File: src/hdl/mecwm_pkg.sv
// Package for the mecanum wheel speed mixer: codes, register indexes,
// sequencer steps and fixed-point constants. No dependencies.
package mecwm_pkg;

    localparam int TRIG_TABLE_BITS_DEF = 10;
    localparam int CFG_INDEX_W = 3;

    localparam logic [CFG_INDEX_W-1:0] REG_VX_GAIN       = 3'd0;
    localparam logic [CFG_INDEX_W-1:0] REG_VY_GAIN       = 3'd1;
    localparam logic [CFG_INDEX_W-1:0] REG_PLAIN_WZ_GAIN = 3'd2;
    localparam logic [CFG_INDEX_W-1:0] REG_FOLLOW_WZ_GAIN = 3'd3;
    localparam logic [CFG_INDEX_W-1:0] REG_SPIN_GAIN_MAX = 3'd4;
    localparam logic [CFG_INDEX_W-1:0] REG_WZ_LIMIT      = 3'd5;

    localparam logic OP_YAW   = 1'b0;
    localparam logic OP_DRIVE = 1'b1;

    localparam logic [1:0] MODE_STOP   = 2'd0;
    localparam logic [1:0] MODE_PLAIN  = 2'd1;
    localparam logic [1:0] MODE_FOLLOW = 2'd2;
    localparam logic [1:0] MODE_SPIN   = 2'd3;

    localparam int STEP_W = 5;
    localparam logic [STEP_W-1:0] STEP_VX     = 5'd0;
    localparam logic [STEP_W-1:0] STEP_VY     = 5'd1;
    localparam logic [STEP_W-1:0] STEP_WZ     = 5'd2;
    localparam logic [STEP_W-1:0] STEP_DIV    = 5'd3;
    localparam logic [STEP_W-1:0] STEP_S_SQ   = 5'd4;
    localparam logic [STEP_W-1:0] STEP_S_P1   = 5'd5;
    localparam logic [STEP_W-1:0] STEP_S_P2   = 5'd6;
    localparam logic [STEP_W-1:0] STEP_S_P3   = 5'd7;
    localparam logic [STEP_W-1:0] STEP_C_SQ   = 5'd8;
    localparam logic [STEP_W-1:0] STEP_C_P1   = 5'd9;
    localparam logic [STEP_W-1:0] STEP_C_P2   = 5'd10;
    localparam logic [STEP_W-1:0] STEP_C_P3   = 5'd11;
    localparam logic [STEP_W-1:0] STEP_ROT_XC = 5'd12;
    localparam logic [STEP_W-1:0] STEP_ROT_YS = 5'd13;
    localparam logic [STEP_W-1:0] STEP_ROT_YC = 5'd14;
    localparam logic [STEP_W-1:0] STEP_ROT_XS = 5'd15;
    localparam logic [STEP_W-1:0] STEP_ROT_END = 5'd16;

    localparam int YAW_FULL = 36000;
    localparam int YAW_HALF = 18000;
    localparam int SPIN_STEP = 205;
    // floor(n / 36000) = (n * DIV_MUL) >> DIV_SHIFT, exact for n < 2^30
    localparam logic [31:0] DIV_MUL = 32'd1954687339;
    localparam int DIV_SHIFT = 46;

    localparam logic [15:0] POLY_C1 = 16'd2383;
    localparam logic [15:0] POLY_C2 = 16'd21077;
    localparam logic [15:0] POLY_C3 = 16'd51466;
    localparam logic [15:0] SINE_MAX = 16'd16384;

    localparam int WHEEL_W = 18;
    localparam int SUM_W = 46;

    typedef enum logic [3:0] {
        ST_IDLE = 4'b0001,
        ST_RUN  = 4'b0010,
        ST_FIN  = 4'b0100,
        ST_DONE = 4'b1000
    } state_t;

endpackage

File: src/hdl/mecanum_wheel_speed_mixer.sv
// Mecanum wheel speed mixer top level: sequencer around one shared multiplier.
// Depends on mecwm_pkg, mecwm_mul, mecwm_wheel.
// Yaw and stop items go from the accepting edge straight to ST_DONE; plain and follow
// items step VX to DIV; spin items take 17 steps (VX to ROT_END) through the multiplier.
// Items are taken only in ST_IDLE; a stalled output beat holds the input off.
// Reset: asynchronous, active low; registers to defaults, heading, gain, wheels zero.
module mecanum_wheel_speed_mixer #(
    parameter int TRIG_TABLE_BITS = mecwm_pkg::TRIG_TABLE_BITS_DEF
) (
    input  logic               clk,
    input  logic               rst_n,
    input  logic               in_valid,
    output logic               in_stall,
    input  logic               opcode,
    input  logic [1:0]         drive_mode,
    input  logic signed [10:0] stick_vx,
    input  logic signed [10:0] stick_vy,
    input  logic signed [10:0] stick_wz,
    input  logic [15:0]        yaw_raw,
    input  logic [15:0]        yaw_offset,
    output logic               out_valid,
    input  logic               out_stall,
    output logic signed [17:0] front_right_speed,
    output logic signed [17:0] front_left_speed,
    output logic signed [17:0] back_left_speed,
    output logic signed [17:0] back_right_speed,
    output logic signed [15:0] heading,
    input  logic               cfg_valid,
    output logic               cfg_ready,
    input  logic [mecwm_pkg::CFG_INDEX_W-1:0] cfg_index,
    input  logic [15:0]        cfg_data
);
    import mecwm_pkg::*;

    localparam int TB = TRIG_TABLE_BITS;
    localparam logic [TB-1:0] QUARTER = TB'(1 << (TB - 2));

    state_t state_reg, state_next;
    logic [STEP_W-1:0] step_reg;

    logic [15:0] vx_gain_reg, vy_gain_reg, plain_gain_reg, follow_gain_reg, spin_max_reg;
    logic [14:0] wz_limit_reg;

    logic signed [15:0] heading_reg;
    logic [15:0]        spin_gain_reg;
    logic signed [17:0] wheel_reg [4];

    logic [1:0]         mode_reg;
    logic signed [10:0] sx_reg, sy_reg, sw_reg;
    logic signed [27:0] vx_reg, vy_reg, wz_reg;
    logic signed [45:0] ax_reg, ay_reg;
    logic [15:0]        xs_reg, xc_reg, x2_reg;
    logic               neg_s_reg, neg_c_reg;
    logic signed [15:0] sin_reg, cos_reg;
    logic               out_valid_reg;

    logic signed [31:0] op_a, op_b;
    logic signed [63:0] prod;
    logic [15:0]        p15;
    logic [15:0]        mag;
    logic signed [15:0] sine_now;
    logic [TB-1:0]      k_s, k_c;
    logic signed [27:0] wz_raw, wz_lim, wz_clamped;
    logic [15:0]        gain_sel;
    logic signed [17:0] hsum, hwrap;
    logic [31:0]        div_num;
    logic [16:0]        spin_inc;
    logic               accept, spin;
    logic signed [45:0] mix_ax, mix_ay, mix_w;
    logic signed [17:0] fr_w, fl_w, bl_w, br_w;

    function automatic logic [15:0] trig_x(input logic [TB-1:0] k);
        logic [TB-2:0] q;
        q = {1'b0, k[TB-3:0]};
        if (k[TB-2])
            q = QUARTER[TB-2:0] - q;
        return 16'(q) << (17 - TB);
    endfunction

    mecwm_mul u_mul (
        .clk  (clk),
        .op_a (op_a),
        .op_b (op_b),
        .prod (prod)
    );

    assign accept    = in_valid && !in_stall;
    assign in_stall  = (state_reg != ST_IDLE);
    assign cfg_ready = 1'b1;
    assign out_valid = out_valid_reg;
    assign spin      = (mode_reg == MODE_SPIN);

    assign p15  = prod[30:15];
    assign mag  = (prod[31:16] > SINE_MAX) ? SINE_MAX : prod[31:16];
    assign k_s  = prod[DIV_SHIFT +: TB];
    assign k_c  = k_s + QUARTER;
    assign div_num = (32'(17'(heading_reg + 18'sd36000)) << TB) + 32'(YAW_HALF);

    always_comb
    begin
        case (mode_reg)
            MODE_SPIN:   gain_sel = spin_gain_reg;
            MODE_PLAIN:  gain_sel = plain_gain_reg;
            default:     gain_sel = follow_gain_reg;
        endcase
    end

    always_comb
    begin
        sine_now = 16'sd0;
        case (step_reg)
            STEP_C_SQ:   sine_now = neg_s_reg ? -signed'(mag) : signed'(mag);
            STEP_ROT_XC: sine_now = neg_c_reg ? -signed'(mag) : signed'(mag);
            default:     sine_now = 16'sd0;
        endcase
    end

    always_comb
    begin
        op_a = 32'sd0;
        op_b = 32'sd0;
        case (step_reg)
            STEP_VX:     begin op_a = 32'(sx_reg); op_b = signed'(32'(vx_gain_reg)); end
            STEP_VY:     begin op_a = 32'(sy_reg); op_b = signed'(32'(vy_gain_reg)); end
            STEP_WZ:     begin op_a = 32'(sw_reg); op_b = signed'(32'(gain_sel)); end
            STEP_DIV:    begin op_a = signed'(div_num); op_b = signed'(DIV_MUL); end
            STEP_S_SQ:
            begin
                op_a = signed'(32'(trig_x(k_s)));
                op_b = signed'(32'(trig_x(k_s)));
            end
            STEP_S_P1, STEP_C_P1:
            begin
                op_a = signed'(32'(POLY_C1));
                op_b = signed'(32'(p15));
            end
            STEP_S_P2, STEP_C_P2:
            begin
                op_a = signed'(32'(POLY_C2 - p15));
                op_b = signed'(32'(x2_reg));
            end
            STEP_S_P3:   begin op_a = signed'(32'(POLY_C3 - p15)); op_b = signed'(32'(xs_reg)); end
            STEP_C_P3:   begin op_a = signed'(32'(POLY_C3 - p15)); op_b = signed'(32'(xc_reg)); end
            STEP_C_SQ:   begin op_a = signed'(32'(xc_reg)); op_b = signed'(32'(xc_reg)); end
            STEP_ROT_XC: begin op_a = 32'(vx_reg); op_b = 32'(sine_now); end
            STEP_ROT_YS: begin op_a = 32'(vy_reg); op_b = 32'(sin_reg); end
            STEP_ROT_YC: begin op_a = 32'(vy_reg); op_b = 32'(cos_reg); end
            STEP_ROT_XS: begin op_a = 32'(vx_reg); op_b = 32'(sin_reg); end
            default:     begin op_a = 32'sd0; op_b = 32'sd0; end
        endcase
    end

    assign wz_raw = prod[27:0];
    assign wz_lim = signed'(28'({wz_limit_reg, 12'd0}));

    always_comb
    begin
        wz_clamped = wz_raw;
        if (mode_reg == MODE_FOLLOW)
        begin
            if (wz_raw > wz_lim)
                wz_clamped = wz_lim;
            else if (wz_raw < -wz_lim)
                wz_clamped = -wz_lim;
        end
    end

    always_comb
    begin
        if (yaw_raw <= yaw_offset)
            hsum = 18'(signed'({2'b0, yaw_raw})) - 18'(signed'({2'b0, yaw_offset}))
                   + 18'sd36000;
        else if (yaw_raw <= 16'(YAW_FULL))
            hsum = 18'(signed'({2'b0, yaw_raw})) - 18'(signed'({2'b0, yaw_offset}));
        else
            hsum = 18'(heading_reg);
        hwrap = hsum;
        if (hsum >= 18'sd18000 && hsum <= 18'sd36000)
            hwrap = hsum - 18'sd36000;
    end

    assign spin_inc = 17'(spin_gain_reg) + 17'(SPIN_STEP);

    assign mix_ax = spin ? ax_reg : 46'(vx_reg);
    assign mix_ay = spin ? ay_reg : 46'(vy_reg);
    assign mix_w  = spin ? (46'(wz_reg) <<< 14) : 46'(wz_reg);

    mecwm_wheel u_wheel (
        .ax   (mix_ax),
        .ay   (mix_ay),
        .w    (mix_w),
        .spin (spin),
        .fr   (fr_w),
        .fl   (fl_w),
        .bl   (bl_w),
        .br   (br_w)
    );

    always_comb
    begin
        state_next = state_reg;
        case (state_reg)
            ST_IDLE:
                if (accept)
                    state_next = (opcode == OP_DRIVE && drive_mode != MODE_STOP)
                                 ? ST_RUN : ST_DONE;
            ST_RUN:
                if ((step_reg == STEP_DIV && !spin) || step_reg == STEP_ROT_END)
                    state_next = ST_FIN;
            ST_FIN:
                state_next = ST_DONE;
            ST_DONE:
                if (!out_valid_reg || !out_stall)
                    state_next = ST_IDLE;
            default:
                state_next = ST_IDLE;
        endcase
    end

    always_ff @(posedge clk or negedge rst_n)
    begin
        if (!rst_n)
        begin
            state_reg       <= ST_IDLE;
            step_reg        <= STEP_VX;
            out_valid_reg   <= 1'b0;
            vx_gain_reg     <= 16'd4096;
            vy_gain_reg     <= 16'd4096;
            plain_gain_reg  <= 16'd4096;
            follow_gain_reg <= 16'd4096;
            spin_max_reg    <= 16'd8192;
            wz_limit_reg    <= 15'd170;
            heading_reg     <= 16'sd0;
            spin_gain_reg   <= 16'd0;
            for (int i = 0; i < 4; i++)
                wheel_reg[i] <= 18'sd0;
        end
        else
        begin
            state_reg <= state_next;

            if (cfg_valid && cfg_ready)
            begin
                case (cfg_index)
                    REG_VX_GAIN:        vx_gain_reg     <= cfg_data;
                    REG_VY_GAIN:        vy_gain_reg     <= cfg_data;
                    REG_PLAIN_WZ_GAIN:  plain_gain_reg  <= cfg_data;
                    REG_FOLLOW_WZ_GAIN: follow_gain_reg <= cfg_data;
                    REG_SPIN_GAIN_MAX:  spin_max_reg    <= cfg_data;
                    REG_WZ_LIMIT:       wz_limit_reg    <= cfg_data[14:0];
                    default:            ;
                endcase
            end

            if (accept)
            begin
                step_reg <= STEP_VX;
                if (opcode == OP_YAW)
                    heading_reg <= hwrap[15:0];
                else if (drive_mode == MODE_SPIN)
                begin
                    if (spin_gain_reg <= spin_max_reg)
                        spin_gain_reg <= spin_inc[16] ? 16'hFFFF : spin_inc[15:0];
                end
                else
                begin
                    spin_gain_reg <= 16'd0;
                    if (drive_mode == MODE_STOP)
                        for (int i = 0; i < 4; i++)
                            wheel_reg[i] <= 18'sd0;
                end
            end
            else if (state_reg == ST_RUN)
                step_reg <= step_reg + STEP_W'(1);

            if (state_reg == ST_FIN)
            begin
                wheel_reg[0] <= fr_w;
                wheel_reg[1] <= fl_w;
                wheel_reg[2] <= bl_w;
                wheel_reg[3] <= br_w;
            end

            if (state_reg == ST_DONE && (!out_valid_reg || !out_stall))
                out_valid_reg <= 1'b1;
            else if (out_valid_reg && !out_stall)
                out_valid_reg <= 1'b0;
        end
    end

    always_ff @(posedge clk)
    begin
        if (accept)
        begin
            mode_reg <= drive_mode;
            sx_reg   <= stick_vx;
            sy_reg   <= stick_vy;
            sw_reg   <= stick_wz;
        end
        if (state_reg == ST_RUN)
        begin
            case (step_reg)
                STEP_VY:     vx_reg <= prod[27:0];
                STEP_WZ:     vy_reg <= prod[27:0];
                STEP_DIV:    wz_reg <= wz_clamped;
                STEP_S_SQ:
                begin
                    xs_reg    <= trig_x(k_s);
                    xc_reg    <= trig_x(k_c);
                    neg_s_reg <= k_s[TB-1];
                    neg_c_reg <= k_c[TB-1];
                end
                STEP_S_P1, STEP_C_P1: x2_reg <= p15;
                STEP_C_SQ:   sin_reg <= sine_now;
                STEP_ROT_XC: cos_reg <= sine_now;
                STEP_ROT_YS: ax_reg <= prod[45:0];
                STEP_ROT_YC: ax_reg <= ax_reg - prod[45:0];
                STEP_ROT_XS: ay_reg <= prod[45:0];
                STEP_ROT_END: ay_reg <= ay_reg + prod[45:0];
                default:     ;
            endcase
        end
        if (state_reg == ST_DONE && (!out_valid_reg || !out_stall))
        begin
            front_right_speed <= wheel_reg[0];
            front_left_speed  <= wheel_reg[1];
            back_left_speed   <= wheel_reg[2];
            back_right_speed  <= wheel_reg[3];
            heading           <= heading_reg;
        end
    end

endmodule

File: src/hdl/mecwm_mul.sv
// Shared 32x32 signed multiplier with registered product.
// Depends on nothing.
module mecwm_mul (
    input  logic               clk,
    input  logic signed [31:0] op_a,
    input  logic signed [31:0] op_b,
    output logic signed [63:0] prod
);

    logic signed [63:0] prod_reg;

    always_ff @(posedge clk)
    begin
        prod_reg <= op_a * op_b;
    end

    assign prod = prod_reg;

endmodule

File: src/hdl/mecwm_wheel.sv
// Wheel mixing: four sums, round half up, saturate to 18 bits.
// Depends on mecwm_pkg.
module mecwm_wheel (
    input  logic signed [45:0] ax,
    input  logic signed [45:0] ay,
    input  logic signed [45:0] w,
    input  logic               spin,
    output logic signed [17:0] fr,
    output logic signed [17:0] fl,
    output logic signed [17:0] bl,
    output logic signed [17:0] br
);
    import mecwm_pkg::*;

    logic signed [SUM_W-1:0] r0, r1, r2, r3;

    function automatic logic signed [WHEEL_W-1:0] rnd_sat(input logic signed [SUM_W-1:0] v,
                                                          input logic sp);
        logic signed [SUM_W-1:0] t;
        t = sp ? ((v + SUM_W'(1 << 25)) >>> 26) : ((v + SUM_W'(1 << 11)) >>> 12);
        if (t > SUM_W'(131071))
            return WHEEL_W'(131071);
        else if (t < -SUM_W'(131072))
            return WHEEL_W'(-131072);
        else
            return t[WHEEL_W-1:0];
    endfunction

    always_comb
    begin
        r0 = -ax - ay - w;
        r1 = ax - ay - w;
        r2 = ax + ay - w;
        r3 = -ax + ay - w;
        fr = rnd_sat(r0, spin);
        fl = rnd_sat(r1, spin);
        bl = rnd_sat(r2, spin);
        br = rnd_sat(r3, spin);
    end

endmodule

File: config.mk
export PLATFORM = sky130hd
export DESIGN_NAME = mecanum_wheel_speed_mixer
export DESIGN_NICKNAME = d
export VERILOG_FILES = /design/src/hdl/mecwm_pkg.sv /design/src/hdl/mecanum_wheel_speed_mixer.sv /design/src/hdl/mecwm_mul.sv /design/src/hdl/mecwm_wheel.sv
export SDC_FILE = /design/constraint.sdc
export NUM_CORES = 2
export LEC_CHECK = 0
export BUFFER_PORTS_ARGS = -buffer_cell sky130_fd_sc_hd__clkbuf_2
export CAP_MARGIN = 20
export CORE_MARGIN = 1.5
export CORE_UTILIZATION = 50
export DETAILED_ROUTE_END_ITERATION = 8
export GPL_TIMING_DRIVEN = 0
export HOLD_SLACK_MARGIN = 0.08
export PLACE_DENSITY = 0.66
export SYNTH_ARGS = -nofsm -noshare
export SYNTH_HDL_FRONTEND = slang
export SYNTH_SLANG_ARGS = --single-unit
File: constraint.sdc
create_clock -name clk -period 14.5 [get_ports clk]
set_input_delay 2.9 -clock clk [delete_from_list [all_inputs] [get_ports clk]]
set_output_delay 2.9 -clock clk [all_outputs]
set_load 0.05 [all_outputs]
== Word level (Yosys, flattened, before mapping) ==
Cells that the tools add are included.
Word-level totals
  register bits: 632
  input port bits: 92
  output and inout port bits: 91
  logic and storage cells: 222
Operators by class
  add/sub/neg operators: 33
  multipliers: 1
  order comparisons: 16
  equal/unequal tests: 35
  mux-type cells: 49
  bitwise logic cells: 1
  reduce and logical (&&, ||, !) cells: 49
Operators by type and width (count)
  32-bit case mux with 12 select lines: 1
  72-bit two-way mux: 5
  32-bit case mux with 11 select lines: 1
  46-bit two-way mux: 6
  46-bit by 13-bit adder with 46-bit output, second input constant: 4
  46-bit by 27-bit adder with 46-bit output, second input constant: 4
  46-bit by 18-bit > comparator with 1-bit output, second input constant: 4
  46-bit by 18-bit less-than comparator with 1-bit output, second input constant: 4
  46-bit case mux with 2 select lines: 2
  46-bit by 42-bit subtractor with 46-bit output: 4
  18-bit two-way mux: 10
  46-bit adder: 3
  46-bit subtractor: 3
  16-bit two-way mux: 8
  28-bit two-way mux: 3
  32-bit by 32-bit multiplier with 56-bit output: 1
  46-bit negator: 1
  41-bit two-way mux: 1
  5-bit by 4-bit == test with 1-bit output, second input constant: 8
  16-bit less-or-equal comparator: 2
  16-bit case mux with 2 select lines: 1
  2-bit AND reduction: 16
  27-bit by 16-bit adder with 28-bit output, second input constant: 1
  28-bit > comparator: 1
  50 further kinds: 90

== Longest topological paths before layout ==
  depth after elaboration: 11
  mapped depth: 52

== Hierarchy ==
A second synthesis with hierarchy kept.
Unflattened totals
  cells, all modules: 10896
  area total of the unflattened synthesis: 96213.5 µm²
Modules (own cells, without submodules)
  mecwm_mul: times used 1, cells an instance 4128, area each 38194.1 µm², seq. area each 1281.2 µm²
  mecanum_wheel_speed_mixer: times used 1, cells an instance 3370, area each 34196.5 µm², seq. area each 16233.1 µm²
  mecwm_wheel: times used 1, cells an instance 3398, area each 23822.8 µm², seq. area each 0.0 µm²

== Worst setup path before layout ==
No wires, ideal clock.
  path type: register to register
  start: reg u_mul.prod_reg[21] (netlist: u_mul.prod[21])
  end: reg u_mul.prod_reg[55] (netlist: u_mul.prod[55])
  setup time: 0.072 ns
  data arrival time: 11.714 ns
  required time: 14.428 ns
  slack: 2.714 ns
  cell stages (with the launch flop): 47
  buffers on the path: 4
  period minus slack after synthesis: 11.786 ns
  cell sequence: dfxtp_1 > clkbuf_1 > nor4_1 > nand2_1 > nand4b_1 > a21oi_1 > clkbuf_1 > clkbuf_1 > nand2_1 > ha_1 > o21ai_0 > o21bai_1 > nand2b_1 > o21ai_0 > nand2_1 > o21ai_0 > a22oi_1 > nor2_1 > [11 not listed] > fa_1 > inv_1 > fa_1 > inv_1 > ha_1 > or3_1 > a2111oi_0 > a311oi_1 > o31ai_1 > o21ai_0 > a211oi_1 > a21oi_1 > a211oi_1 > o31ai_1 > a21oi_1 > o21ai_0 > a21oi_1 > xnor2_1
Between the ends
  word-level cells in the longest chain between the ends: 7
Ends and longest elaborated chain
  from (decl): RTL line mecwm_mul.sv:10  | logic signed [63:0] prod_reg;
  from (signal assigned): RTL line mecwm_mul.sv:14  | prod_reg <= op_a * op_b;
  16-bit by 15-bit > comparator with 1-bit output: RTL line mecanum_wheel_speed_mixer.sv:94  | assign mag = (prod[31:16] > SINE_MAX) ? SINE_MAX : prod[31:16];
  16-bit two-way mux: RTL line mecanum_wheel_speed_mixer.sv:94
  16-bit negator: RTL line mecanum_wheel_speed_mixer.sv:112, mecanum_wheel_speed_mixer.sv:113
  16-bit two-way mux, on equally long branches: RTL line mecanum_wheel_speed_mixer.sv:112, mecanum_wheel_speed_mixer.sv:113
  16-bit two-way mux
  32-bit case mux with 12 select lines: RTL line mecanum_wheel_speed_mixer.sv:122  | case (step_reg)
  32-bit by 32-bit multiplier with 56-bit output *: RTL line mecwm_mul.sv:14
Mark *: on every way between the ends. The rest lies on a longest branch, timed or not.
A chain may end at the register's enable or synchronous reset.

== Final worst setup path ==
  start: reg u_mul.prod_reg[27] (netlist: u_mul.prod[27])
  end: reg u_mul.prod_reg[55] (netlist: u_mul.prod[55])
The elaborated chain is that of the path after synthesis.

==> results.md <==
- Root buf cell: clkbuf_16
- TNS Setup: 0 ns
- IO Count: 183
- Ys flop type: edfxtp_1
- Largest net degree at the start of global routing: 117
- Hpwl dp: 297 mm
- Final WL: 353 mm
- Metal2 WL: 154 mm
- Sequential share of the synthesized area: 20.2%
- CTS tree: done
- Starting DRT DRC Count: 8218
- CP Data Arrival Time: 14.80 ns
- Status: completed
- MaxCap Viol Count: 0
- Most common cell in the netlist: inv_1
- Ys Warns: 0
- H-Tree Depth: 3
- Clock latency on the worst-skew pair: 0.79 ns
- CP Launch Type: register
- RSZ-0062 raised after global routing: yes
- CTS Sinks: 631
- Req. time, crit path: 15.11 ns
- Slowest library cell on the worst path: nor3_1
- Layout area overhead: 8.79%
- Max Transition Viols Final: 0
- CP Max Fanout: 12
- Hold WC Path Type: register to register
- Critical path type: register to register
- CTS hold repair buffers: 0
- Hold Vio Cnt, Final: 0
- FP Rows: 152
- Flop2flop setup slack: 0.30 ns
- Synthesized netlist net count: 11284
- # setup viols final: 0
- Tcrit/Tclk final: 97.9%
- Vias: 74990
- Worst-path clk slew: 0.06 ns
- RePlAce Congestion: 1.13
- Initial antenna violation count: 20
- Yosys cell types: 132
- Max clock buf depth: 3
- Min-Delay Startpoint: wheel_reg[22]
- Share of cells above drive strength 1: 7.33%
- Cts bufs inserted: 80
- Yosys top cell by area: fa_1
- DRC Markers: 0
- Synth top area share: 24.7%
- Async SR Flop Fraction: 33.1%
- Headroom to the max-slew limit: 18.8%
- Post-synth EDFFs: 366
- Largest register FFs: 72
- Max Clk Rate: 70.4 MHz
- Initial DRT Pass Iterations: 9
- Commonest cells post-synth: inv_1 (1499), fa_1 (1060), nand2_1 (894)
- Top Layer Used: met4
- WL met1: 135 mm
- Grt total ovfl: 0
- Cell repeated most along the worst path: fa_1
- Slew @ Worst Pin: 1.21 ns
- Metal3 WL: 30.0 mm
- Vias/cell: 6.13
- Post-route minimum period: 14.20 ns
- Worst Setup SP: u_mul.prod[27]
- Top cells by area, synth: fa_1 (25%), edfxtp_1 (13%), ha_1 (7.8%)
- Average wire per standard cell: 28.8 um
- Core Footprint: 0.171 sq mm
- Syn Area/Cell: 8.96 sq um
- Net count, final: 11608
- Mapped Area: 0.0860 sq mm
- Crit path capture type: register
- Layout Skew: 0.0902 ns
- First-pass GRT wire length: 509 mm
- Post-Syn Instances: 9598
- Total GRT Usage: 40.4%
- Die area: 0.174 sq mm
- Final ANT Viol Nets: 0
- Die Y: 418 um
- Max incr delay on CP: 0.66 ns
- # port buffers: 180
- Reg-to-reg critical path startpoint: u_mul.prod[27]
- Vias in the first global route: 74054
- #FFs+latches synth: 631
- Starting Density: 50.2%
- Die W: 418 um
[cells in the final DEF (no fill, tap or decap), types with 196 or more instances in the layout]
cell | netlist | layout
fa_1 | 1060 | 1060
inv_1 | 1499 | 1499
a21oi_1 | 490 | 483
nor2_1 | 738 | 734
ha_1 | 534 | 534
xor2_1 | 196 | 196
nand2_1 | 894 | 894
o21ai_0 | 396 | 393
xnor2_1 | 341 | 340
clkbuf_1 | 298 | 299
dfrtp_1 | 199 | 199
nand3_1 | 200 | 200
edfxtp_1 | 366 | 366
[logic make-up after synthesis]
family,after synthesis,synth area share [%]
xor+xnor,539,5.52
other cells,1,0.00436
flops,631,20.2
compound gates,1933,15.2
mux,180,2.23
buf+inv,1879,8.35
fa+ha+maj,1594,32.4
simple gates,2841,16.0
[cell type report]
class / instances / area [sq um]
fill: 15996 / 77600
buffer: 375 / 1560
antenna: 7 / 17.5
inverter: 1501 / 5630
tap: 2233 / 2790
clock inverter: 43 / 512
timing repair buffer: 245 / 1770
clock buffer: 105 / 2180
sequential: 631 / 17400
multi-input combinational: 7088 / 61700
[worst max-delay path: cells and delay by family, from the launching register on]
family          cells  cell delay, ns
flops               1            0.57
buf+inv            10            1.66
compound gates     16            4.86
fa+ha+maj          10            4.76
simple gates        8            1.78
xor+xnor            1            0.32
[what timing repair did]
action / CTS / global route
buffers inserted: 2 / 0
endpoints found under the hold margin: 0 / 0
setup endpoints to repair: 20 / 57
gates resized for setup: 22 / 14
pin swaps: 2 / 1
[path summary, 6_finish.rpt]
check,endpoint,cells after the start
hold / removal,back_left_speed[4],0
hold reg to reg,back_left_speed[4],0
setup / recovery,u_mul.prod[55],45
max in group asynchronous,vx_gain_reg[13],2
setup reg to reg,u_mul.prod[55],45
min in group asynchronous,heading_reg[15],1
[metrics by stage]
step	worst slack (ns)	hold slack (ns)	cells	util (%)	cell area [sq um]
CTS	0.0545	0.444	12216	54.6	93400
finish	0.303	0.444	12228	54.7	93500
floorplan	2.71	0.423	9598	-	86000
global route	-0.0575	0.450	12226	54.7	93500
detailed placement	-2.61	0.429	12068	53.0	90700
global placement	-3.92	0.431	12011	52.4	89700
[per-layer routing]
layer	global-route usage, %	vias up
met2	61.6	3735
met5	0	-
met4	31.2	0
met1	51.3	37299
met3	6.89	930
li1	-	33026
Power is left out: the tool's default activity adds up to more than one toggle a clock period on the data nets, which glitch-free logic cannot reach.
